File: config.mk
export PLATFORM = sky130hd
export DESIGN_NAME = sorted_list_pool_engine_core
export DESIGN_NICKNAME = d
export VERILOG_FILES = /design/src/rtl/slpe_pkg.sv /design/src/rtl/sorted_list_pool_engine_core.sv
export SDC_FILE = /design/constraint.sdc
export NUM_CORES = 1
export LEC_CHECK = 0
export BUFFER_PORTS_ARGS = -buffer_cell sky130_fd_sc_hd__buf_2
export CORE_UTILIZATION = 35
export CTS_CLUSTER_DIAMETER = 80
export DETAILED_ROUTE_END_ITERATION = 10
export PLACE_DENSITY_LB_ADDON = 0.15
export SLEW_MARGIN = 20
export SYNTH_ARGS = -nofsm -noshare
export SYNTH_HDL_FRONTEND = slang
export SYNTH_SLANG_ARGS = --single-unit
File: constraint.sdc
create_clock -name clk -period 5.98 [get_ports clk]
set_input_delay 0.598 -clock clk [delete_from_list [all_inputs] [get_ports clk]]
set_output_delay 0.598 -clock clk [all_outputs]
set_load 0.005 [all_outputs]
File: src/rtl/slpe_pkg.sv
// slpe_pkg: shared types and codes for the sorted list pool engine
// payload structs, command and status codes, sequencer states
// no dependencies
`default_nettype none

package slpe_pkg;

    localparam logic [1:0] CMD_INSERT = 2'd0;
    localparam logic [1:0] CMD_DELETE = 2'd1;
    localparam logic [1:0] CMD_SEARCH = 2'd2;

    localparam logic [1:0] STAT_OK    = 2'd0;
    localparam logic [1:0] STAT_FULL  = 2'd1;
    localparam logic [1:0] STAT_EMPTY = 2'd2;
    localparam logic [1:0] STAT_MISS  = 2'd3;

    typedef struct packed {
        logic [1:0]         command;
        logic signed [31:0] item;
    } slpe_in_t;

    typedef struct packed {
        logic       found;
        logic       pred_valid;
        logic [3:0] pred_index;
        logic [3:0] slot;
        logic [1:0] status;
        logic       is_empty;
        logic       is_full;
    } slpe_out_t;

    typedef enum logic [2:0] {
        ST_IDLE,
        ST_WALK,
        ST_ACT,
        ST_LINK,
        ST_DONE
    } slpe_state_t;

endpackage

`default_nettype wire

File: src/rtl/sorted_list_pool_engine_core.sv
// sorted_list_pool_engine_core: top level of the sorted list pool engine
// depends on slpe_pkg; holds the node value and node link memories
//
// Keeps an ascending linked list of signed 32-bit values in a pool of POOL_NODES
// nodes, with unused nodes on a free list. One command is worked at a time:
// after a command beat is taken, the list is walked from its head one node per
// cycle, each step being one read of the value and link memories, until the
// first node not smaller than the item or the end of the list. Then, for an
// insert or delete that goes ahead, the ACT and LINK states relink the list,
// and the DONE state loads the response register. The walk reads from 0 up to
// POOL_NODES nodes. A response beat still waiting on rsp_ready holds the next
// command in the DONE state until it is taken. No clearing pass is needed after
// reset: a fill count stands in for the initial free chain, so commands are
// taken at once.
`default_nettype none

module sorted_list_pool_engine_core #(
    parameter int POOL_NODES = 16
) (
    input  wire                 clk,
    input  wire                 rst_n,
    input  wire                 cmd_valid,
    output logic                cmd_ready,
    input  slpe_pkg::slpe_in_t  cmd_data,
    output logic                rsp_valid,
    input  wire                 rsp_ready,
    output slpe_pkg::slpe_out_t rsp_data
);
    import slpe_pkg::*;

    localparam int IW = $clog2(POOL_NODES);
    localparam int LW = $clog2(POOL_NODES + 1);
    localparam logic [LW-1:0] NIL = LW'(POOL_NODES);

    logic signed [31:0] val_mem [POOL_NODES];
    logic [LW-1:0]      link_mem [POOL_NODES];

    slpe_state_t        state_reg, state_next;
    logic [1:0]         cmd_reg, cmd_next;
    logic signed [31:0] item_reg, item_next;
    logic [LW-1:0]      cur_reg, cur_next;
    logic [LW-1:0]      pred_reg, pred_next;
    logic [LW-1:0]      steps_reg, steps_next;
    logic               found_reg, found_next;
    logic [LW-1:0]      link_cur_reg, link_cur_next;
    logic [LW-1:0]      slot_reg, slot_next;
    logic [1:0]         status_reg, status_next;
    logic [LW-1:0]      list_head_reg, list_head_next;
    logic [LW-1:0]      free_head_reg, free_head_next;
    logic [LW-1:0]      fill_reg, fill_next;
    slpe_out_t          rsp_reg, rsp_next;
    logic               rsp_valid_reg, rsp_valid_next;

    logic signed [31:0] val_rdata_reg;
    logic [LW-1:0]      link_rdata_reg;

    logic               rd_en;
    logic [IW-1:0]      rd_addr;
    logic               val_we;
    logic [IW-1:0]      val_waddr;
    logic               link_we;
    logic [IW-1:0]      link_waddr;
    logic [LW-1:0]      link_wdata;

    logic               stop_hit;
    logic               walk_more;
    logic [LW-1:0]      steps_inc;
    logic               list_empty;
    logic               pool_full;
    logic               del_ok;

    assign steps_inc  = steps_reg + 1'b1;
    assign stop_hit   = item_reg <= val_rdata_reg;
    assign walk_more  = !stop_hit && (link_rdata_reg < NIL) && (steps_inc < NIL);
    assign list_empty = !(list_head_reg < NIL);
    assign pool_full  = !(free_head_reg < NIL);
    assign del_ok     = found_reg && (cur_reg < NIL);

    // memories
    always_ff @(posedge clk)
    begin
        if (val_we)
        begin
            val_mem[val_waddr] <= item_reg;
        end
        if (rd_en)
        begin
            val_rdata_reg <= val_mem[rd_addr];
        end
    end

    always_ff @(posedge clk)
    begin
        if (link_we)
        begin
            link_mem[link_waddr] <= link_wdata;
        end
        if (rd_en)
        begin
            link_rdata_reg <= link_mem[rd_addr];
        end
    end

    // next state
    always_comb
    begin
        state_next = state_reg;
        unique case (state_reg)
            ST_IDLE:
            begin
                if (cmd_valid)
                begin
                    state_next = !list_empty ? ST_WALK : ST_ACT;
                end
            end
            ST_WALK:
            begin
                if (!walk_more)
                begin
                    state_next = ST_ACT;
                end
            end
            ST_ACT:
            begin
                if ((cmd_reg == CMD_INSERT && !pool_full) ||
                    (cmd_reg == CMD_DELETE && !list_empty && del_ok))
                begin
                    state_next = ST_LINK;
                end
                else
                begin
                    state_next = ST_DONE;
                end
            end
            ST_LINK:
            begin
                state_next = ST_DONE;
            end
            ST_DONE:
            begin
                if (!rsp_valid_reg || rsp_ready)
                begin
                    state_next = ST_IDLE;
                end
            end
            default:
            begin
                state_next = ST_IDLE;
            end
        endcase
    end

    // datapath and memory control
    always_comb
    begin
        cmd_next       = cmd_reg;
        item_next      = item_reg;
        cur_next       = cur_reg;
        pred_next      = pred_reg;
        steps_next     = steps_reg;
        found_next     = found_reg;
        link_cur_next  = link_cur_reg;
        slot_next      = slot_reg;
        status_next    = status_reg;
        list_head_next = list_head_reg;
        free_head_next = free_head_reg;
        fill_next      = fill_reg;
        rsp_next       = rsp_reg;
        rsp_valid_next = rsp_valid_reg && !rsp_ready;
        cmd_ready      = 1'b0;
        rd_en          = 1'b0;
        rd_addr        = list_head_reg[IW-1:0];
        val_we         = 1'b0;
        val_waddr      = free_head_reg[IW-1:0];
        link_we        = 1'b0;
        link_waddr     = pred_reg[IW-1:0];
        link_wdata     = free_head_reg;

        unique case (state_reg)
            ST_IDLE:
            begin
                cmd_ready = 1'b1;
                if (cmd_valid)
                begin
                    cmd_next   = cmd_data.command;
                    item_next  = cmd_data.item;
                    cur_next   = list_head_reg;
                    pred_next  = NIL;
                    steps_next = '0;
                    found_next = 1'b0;
                    slot_next  = '0;
                    rd_en      = !list_empty;
                    rd_addr    = list_head_reg[IW-1:0];
                end
            end
            ST_WALK:
            begin
                if (stop_hit)
                begin
                    found_next    = item_reg == val_rdata_reg;
                    link_cur_next = link_rdata_reg;
                end
                else
                begin
                    pred_next  = cur_reg;
                    cur_next   = link_rdata_reg;
                    steps_next = steps_inc;
                    rd_en      = walk_more;
                    rd_addr    = link_rdata_reg[IW-1:0];
                end
            end
            ST_ACT:
            begin
                case (cmd_reg)
                    CMD_INSERT:
                    begin
                        if (pool_full)
                        begin
                            status_next = STAT_FULL;
                        end
                        else
                        begin
                            status_next = STAT_OK;
                            slot_next   = free_head_reg;
                            rd_en       = 1'b1;
                            rd_addr     = free_head_reg[IW-1:0];
                            val_we      = 1'b1;
                            val_waddr   = free_head_reg[IW-1:0];
                            link_we     = pred_reg < NIL;
                            link_waddr  = pred_reg[IW-1:0];
                            link_wdata  = free_head_reg;
                        end
                    end
                    CMD_DELETE:
                    begin
                        if (list_empty)
                        begin
                            status_next = STAT_EMPTY;
                        end
                        else if (!del_ok)
                        begin
                            status_next = STAT_MISS;
                        end
                        else
                        begin
                            status_next = STAT_OK;
                            slot_next   = cur_reg;
                            if (pred_reg < NIL)
                            begin
                                link_we    = 1'b1;
                                link_waddr = pred_reg[IW-1:0];
                                link_wdata = link_cur_reg;
                            end
                            else
                            begin
                                list_head_next = link_cur_reg;
                            end
                        end
                    end
                    default:
                    begin
                        if (list_empty)
                        begin
                            status_next = STAT_EMPTY;
                        end
                        else if (!found_reg)
                        begin
                            status_next = STAT_MISS;
                        end
                        else
                        begin
                            status_next = STAT_OK;
                        end
                    end
                endcase
            end
            ST_LINK:
            begin
                link_we = 1'b1;
                if (cmd_reg == CMD_INSERT)
                begin
                    link_waddr = slot_reg[IW-1:0];
                    link_wdata = cur_reg;
                    if (!(pred_reg < NIL))
                    begin
                        list_head_next = slot_reg;
                    end
                    // untouched tail of the pool chains in index order
                    if (slot_reg >= fill_reg)
                    begin
                        free_head_next = slot_reg + 1'b1;
                        fill_next      = fill_reg + 1'b1;
                    end
                    else
                    begin
                        free_head_next = link_rdata_reg;
                    end
                end
                else
                begin
                    link_waddr     = cur_reg[IW-1:0];
                    link_wdata     = free_head_reg;
                    free_head_next = cur_reg;
                end
            end
            ST_DONE:
            begin
                if (!rsp_valid_reg || rsp_ready)
                begin
                    rsp_valid_next      = 1'b1;
                    rsp_next.found      = found_reg;
                    rsp_next.pred_valid = pred_reg < NIL;
                    rsp_next.pred_index = (pred_reg < NIL) ? 4'(pred_reg) : 4'd0;
                    rsp_next.slot       = 4'(slot_reg);
                    rsp_next.status     = status_reg;
                    rsp_next.is_empty   = list_empty;
                    rsp_next.is_full    = pool_full;
                end
            end
            default:
            begin
                cmd_ready = 1'b0;
            end
        endcase
    end

    always_ff @(posedge clk or negedge rst_n)
    begin
        if (!rst_n)
        begin
            state_reg     <= ST_IDLE;
            list_head_reg <= NIL;
            free_head_reg <= '0;
            fill_reg      <= '0;
            rsp_valid_reg <= 1'b0;
        end
        else
        begin
            state_reg     <= state_next;
            list_head_reg <= list_head_next;
            free_head_reg <= free_head_next;
            fill_reg      <= fill_next;
            rsp_valid_reg <= rsp_valid_next;
        end
    end

    always_ff @(posedge clk)
    begin
        cmd_reg      <= cmd_next;
        item_reg     <= item_next;
        cur_reg      <= cur_next;
        pred_reg     <= pred_next;
        steps_reg    <= steps_next;
        found_reg    <= found_next;
        link_cur_reg <= link_cur_next;
        slot_reg     <= slot_next;
        status_reg   <= status_next;
        rsp_reg      <= rsp_next;
    end

    assign rsp_valid = rsp_valid_reg;
    assign rsp_data  = rsp_reg;

endmodule

`default_nettype wire

---- Yosys cells after proc, flatten, opt, wreduce, memory -nomap -nowiden ----
Memories as Yosys holds them, arrays and structs flattened. A register that Yosys moved wholly into a read port is not among the register bits.
Cells that the tools add are included.
word-level totals
  register bits after elaboration ......... 95
  RAM bits ................................ 592
  output and inout port bits .............. 16
  logic and storage cells ................. 152
  memories ................................ 2
memories
  name      words  bits a word  read ports  clocked after memory_dff  wr ports  line                                source
  val_mem   16     32           1           1                         1         sorted_list_pool_engine_core.sv:35  logic signed [31:0] val_mem [POOL_NODES];
  link_mem  16     5            1           1                         1         sorted_list_pool_engine_core.sv:36  logic [LW-1:0] link_mem [POOL_NODES];
cells by class
  add/subtract/negate cells ............... 3
  $lt $le $gt $ge ......................... 8
  equal/unequal tests ..................... 21
  mux-type cells .......................... 69
  reduce and logical (&&, ||, !) cells .... 28
operators with widths
  cell                                            count
  2-to-1 mux 5 bit                                22
  one-hot mux 5 bit (2 select lines)              7
  == test 32 bit                                  1
  less-or-equal comparator 32 bit                 1
  < comparator 5 bit (second input constant)      6
  != test 2 bit (second input constant)           11
  2-to-1 mux 4 bit                                5
  2-to-1 mux 1 bit                                19
  adder 5 x 1 -> 5 bit (second input constant)    3
  one-hot mux 3 bit (5 select lines)              1
  2-to-1 mux 3 bit                                4
  != test 3 bit (second input constant)           4
  AND reduction 3 bit                             4
  2-to-1 mux 2 bit                                5
  one-hot mux 4 bit (2 select lines)              1
  logical AND 1 bit                               7
  AND reduction 7 bit                             1
  == test 3 x 2 -> 1 bit (second input constant)  2
  one-hot mux 1 bit (2 select lines)              3
  AND reduction 2 bit                             3
  AND reduction 6 bit                             1
  nonzero test 2 bit                              3
  greater-or-equal comparator 5 bit               1
  zero test 1 bit                                 5
  8 further kinds                                 9

---- Logic depth before layout (Yosys ltp) ----
  depth after elaboration ................. 8
  mapped depth ............................ 17
  gate-level depth less buffers ........... 13

---- Worst setup path after synthesis ----
No wires, ideal clock.
  path type ............................... register to register
  start point ............................. reg cmd_reg[1]
  end point ............................... mem val_mem[2][0], enable pin
  library setup time ...................... 0.502 ns
  arrival time ............................ 4.558 ns
  required time ........................... 5.478 ns
  setup slack ............................. 0.921 ns
  cell stages (with the launch flop) ...... 6
  buffers on the path ..................... 1
  period minus slack after synthesis ...... 5.059 ns
  path through ............................ edfxtp_1 -> clkbuf_1 -> or2_2 -> nor3_1 -> nand2_1 -> nor4_1
between the ends
  word-level cells in the longest chain between the ends .. 5
ends and longest elaborated chain
  what                                    line                                 source
  start, declared                         sorted_list_pool_engine_core.sv:39   logic [1:0] cmd_reg, cmd_next;
  start signal, assigned                  sorted_list_pool_engine_core.sv:349  cmd_reg <= cmd_next;
  zero test 2 bit                         sorted_list_pool_engine_core.sv:214  case (cmd_reg)
  2-to-1 mux 1 bit                        sorted_list_pool_engine_core.sv:214
  2-to-1 mux 1 bit                        sorted_list_pool_engine_core.sv:179  unique case (state_reg)
  2-to-1 mux 1 bit                        sorted_list_pool_engine_core.sv:82   if (val_we)
  2-to-1 mux 1 bit (implied by the code)  sorted_list_pool_engine_core.sv:84   val_mem[val_waddr] <= item_reg;
  end, declared                           sorted_list_pool_engine_core.sv:35
No other way between the ends.

---- Worst setup path after layout ----
  start point ............................. reg item_reg[14]
  end point ............................... reg val_rdata_reg[14] (read register of val_mem), data pin
between the ends
  word-level cells in the longest chain between the ends .. 6
ends and longest elaborated chain
  what                                 line                                 source
  start, declared                      sorted_list_pool_engine_core.sv:40   logic signed [31:0] item_reg, item_next;
  start signal, assigned               sorted_list_pool_engine_core.sv:350  item_reg <= item_next;
  less-or-equal comparator 32 bit (*)  sorted_list_pool_engine_core.sv:73   assign stop_hit = item_reg <= val_rdata_reg;
  zero test 1 bit                      sorted_list_pool_engine_core.sv:74   assign walk_more = !stop_hit && (link_rdata_reg < NIL) && (steps_inc < NIL);
  logical AND 1 bit (2 in series)      sorted_list_pool_engine_core.sv:74
  2-to-1 mux 1 bit                     sorted_list_pool_engine_core.sv:198  if (stop_hit)
  one-hot mux 1 bit (3 select lines)   sorted_list_pool_engine_core.sv:179
  end, declared                        sorted_list_pool_engine_core.sv:54   logic signed [31:0] val_rdata_reg;
Mark *: on every way between the ends. The rest lies on a longest branch, timed or not.
A chain may end at the register's enable or synchronous reset.

==> results.md <==
* Top-level I/O count at 54
* Main flop type after synthesis: edfxtp_1
* Worst reg2reg path depth at 13
* Maximum clock path buffer count at 3
* # setup viols final at 0
* Fmax at between 0.15 and 0.2 GHz
* Critical Path Fanout Max at 17
* Largest registers: val_mem: 512 flops, link_mem: 80 flops
* WP data required at between 6000 and 7000 ps
* Slew headroom at a little under a third
* Final GP Congestion at about 0.78
* Largest net degree at the start of global routing at 96
* Worst setup EP type: flip-flop
* Total Wirelength at roughly 76000 um
* Critical R2R Launch: item_reg[14]
* Final ANT Viol Nets at 0
* Sw frac at 36.1%
* Post-route setup slack at ~570 ps
* CTS tree: built
* Initial core utilization at a little over a third
* Max stage delay on crit path at 840 ps
* Final hold violations at 0
* Post-Syn Area at about 30000 um2
* Hold crit path type: in -> reg
* GRT Overall Usage at approximately 18%
* DP Worst Slack at ~600 ps
* Die Ht at a little under 300 um
* Iteration-0 DRC Markers at about 1300
* First-pass GRT wire length at around 110000 um
* Yosys warns at 0
* CP cell instances: ha_1 > nand4_1 > nor4_1 > a21boi_0 > o21bai_1 > and4_4 > o21a_4 > o211ai_4 > nor3b_4 > buf_4 > nand3_1 > nand4_1 > a221oi_1
* Die width at just under 300 um
* P_sw at between 6 and 7 mW
* CTS H-tree depth at 3
* Most flop-heavy register: val_mem
* Port Buffers at between 50 and 60
* Yosys cell types at 61
* Crit path top cell by count: nand4_1
* Critical path origin: item_reg[14]
* Area grow syn2layout at 14.6%
* Vias in the first global route at 16800
* Clock Sinks at just over 700
* Post-CTS Setup Bufs at 0
* Vias per inst at roughly 5.1
* Hold path depth at 1
* WS Path Type: reg -> reg
* Clk root buf: clkbuf_16
* Status: finished clean
* Min Tclk post-route at 5410 ps
* Num CTS Buffers at 80
* Max IR drop VDD at 0.000430 V
* Nets at around 2300
* DRC Markers at 0
* Leakage at around 12 nW
* EDFF count, synth at slightly above 700
* Setup TNS Final at 0 ps
* Grt ovf at 0
* Max Cap Viol at 0
* # resized after CTS at 0
* Pins Over Slew Limit at 0
* CP max stage cell: nor4_1
* Max reg flops at between 500 and 600
* Diode count at 0
* Async set or reset register ratio after synthesis at under 10%
* Post-Syn Area per Cell at between 10 and 15 um2
* Antenna violations before repair at 1
* Rows at between 100 and 150
* Syn Inst Count at between 2000 and 2500
* Setup crit start kind: flip-flop
* RSZ-0062 raised after global routing: no
* Hold Buf Count CTS at 1
* Worst hold start: cmd_data[29]
* Die area at around 85000 um2
* Clk_lat worst skew at 630 ps
* Final HPWL DP at 42900 um
* Comb pwr share at between 30% and 40%
* P_int at between 10 and 15 mW
* Sequential area share after synthesis at between 70% and 80%
* Worst-Margin Slew at roughly 1000 ps
* Final Skew at 21.3 ps
* Pwr Density at about 530 nW/um2
* WL/cell at about 23 um
* Period Utilization, post-route at 90.5%
* First-pass DRT Iterations at 8
* Net Count, Synth at about 2200
* Core footprint at 82500 um2
* Layout cells sized above 1 at 11.6%
* CP Data Arrival Time at ~5800 ps
* Sequential Power Share at roughly two fifths
* Vias at 17100
* #FFs+latches synth at about 720
* Clock power share at 28.1%
* Worst-path clk slew at 60 ps
## cell usage in the layout (no fill, tap or decap), drive strengths merged, types with 5 or more instances in the layout
master and n:
nand4 33, bufinv 10, clkbuf 90, clkinv 37
a32oi 22, dfrtp 18, o211a 13, nand3 160
xnor2 5, nor2 59, edfxtp 705, nand2 564
a21oi 33, buf 107, nor3b 6, ha 40
o211ai 9, xor2 5, nand2b 9, nor3 11
nor2b 10, mux2i 84, and2 8, inv 51
a22oi 6, o21ai 68, a211oi 5, a221oi 50
## synthesized netlist by cell type (all sizes together) (9+ instances only)
| cell type | count | share of area (%) |
|---|---|---|
| o211a | 13 | 0.47 |
| mux2i | 84 | 2.9 |
| a21oi | 33 | 0.56 |
| edfxtp | 705 | 72 |
| ha | 40 | 1.7 |
| a32oi | 22 | 0.66 |
| nor2b | 10 | 0.21 |
| nand2b | 9 | 0.19 |
| nand2 | 564 | 7.2 |
| nor2 | 59 | 0.76 |
| nand3 | 160 | 2.7 |
| o211ai | 9 | 0.37 |
| dfrtp | 18 | 1.5 |
| nand4 | 33 | 0.73 |
| buf | 68 | 1.5 |
| nor3 | 11 | 0.19 |
| a221oi | 50 | 1.5 |
| inv | 47 | 0.60 |
| o21ai | 68 | 1.2 |
| clkbuf | 44 | 0.56 |
## per-layer routing
layer	GRT usage, %	share of wire [%]	vias to the layer above
met1	24.7	46	8610
met2	29.3	47	393
met3	2.41	3.8	125
met4	5.82	3.0	0
met5	0	0	-
li1	-	-	8008
## metrics by stage
step / std cells / instance area [um2] / power (mW) / hold slack (ps) / util [%]
after floorplan: 2123 / 29300 / 10.9 / 302 / -
after global placement: 3188 / 30900 / 12.9 / 416 / 37.5
after detailed placement: 3188 / 30900 / 12.9 / 405 / 37.5
after CTS: 3334 / 33600 / 18.0 / 103 / 40.7
after global routing: 3334 / 33600 / 18.7 / 112 / 40.7
final: 3334 / 33600 / 17.7 / 138 / 40.7
## final timing paths
path                                endpoint  slack (ps)
max reg2reg                val_rdata_reg[14]         570
min in group asynchronous        fill_reg[4]         500
min                             item_reg[29]         140
max in group asynchronous   list_head_reg[4]        5110
max                        val_rdata_reg[14]         570
min reg2reg                      rsp_data[2]         420
## area by class of cell
type                       instances  area, um2
clock buffer                      90       2080
clock inverter                    55        561
fill                            7564      48900
inverter                          47        176
multi-input combinational       1240       7000
sequential                       724      21600
tap                             1070       1340
timing repair buffer             108        768
## power groups by stage
stage / Combinational (mW) / Sequential [mW] / Clock, mW
global route: 6.47 / 6.97 / 5.28
detailed placement: 5.92 / 7.02 / 0
CTS: 5.95 / 6.92 / 5.10
finish: 5.83 / 6.90 / 4.99
floorplan: 4.11 / 6.79 / 0
global placement: 5.87 / 7.01 / 0
## logic make-up (layout without fill, tap and decap cells)
group,Yosys count,after routing,share of synthesized area [%]
xor+xnor,10,10,0.299
simple gates,876,876,12.9
mux,84,84,2.87
buf+inv,159,300,2.65
flops,724,724,73.9
fa+ha+maj,40,40,1.71
compound gates,230,230,5.68
## worst max-delay path, delay by kind of cell (launching register included)
family	cells	cell delay [ps]
AO/OA/AOI/OAI	5	1180
AND/OR/NAND/NOR	6	2400
flip-flops	1	640
adder cells (fa/ha/maj)	1	480
buffers and inverters	1	390
Power figures use the tool's default switching activity.
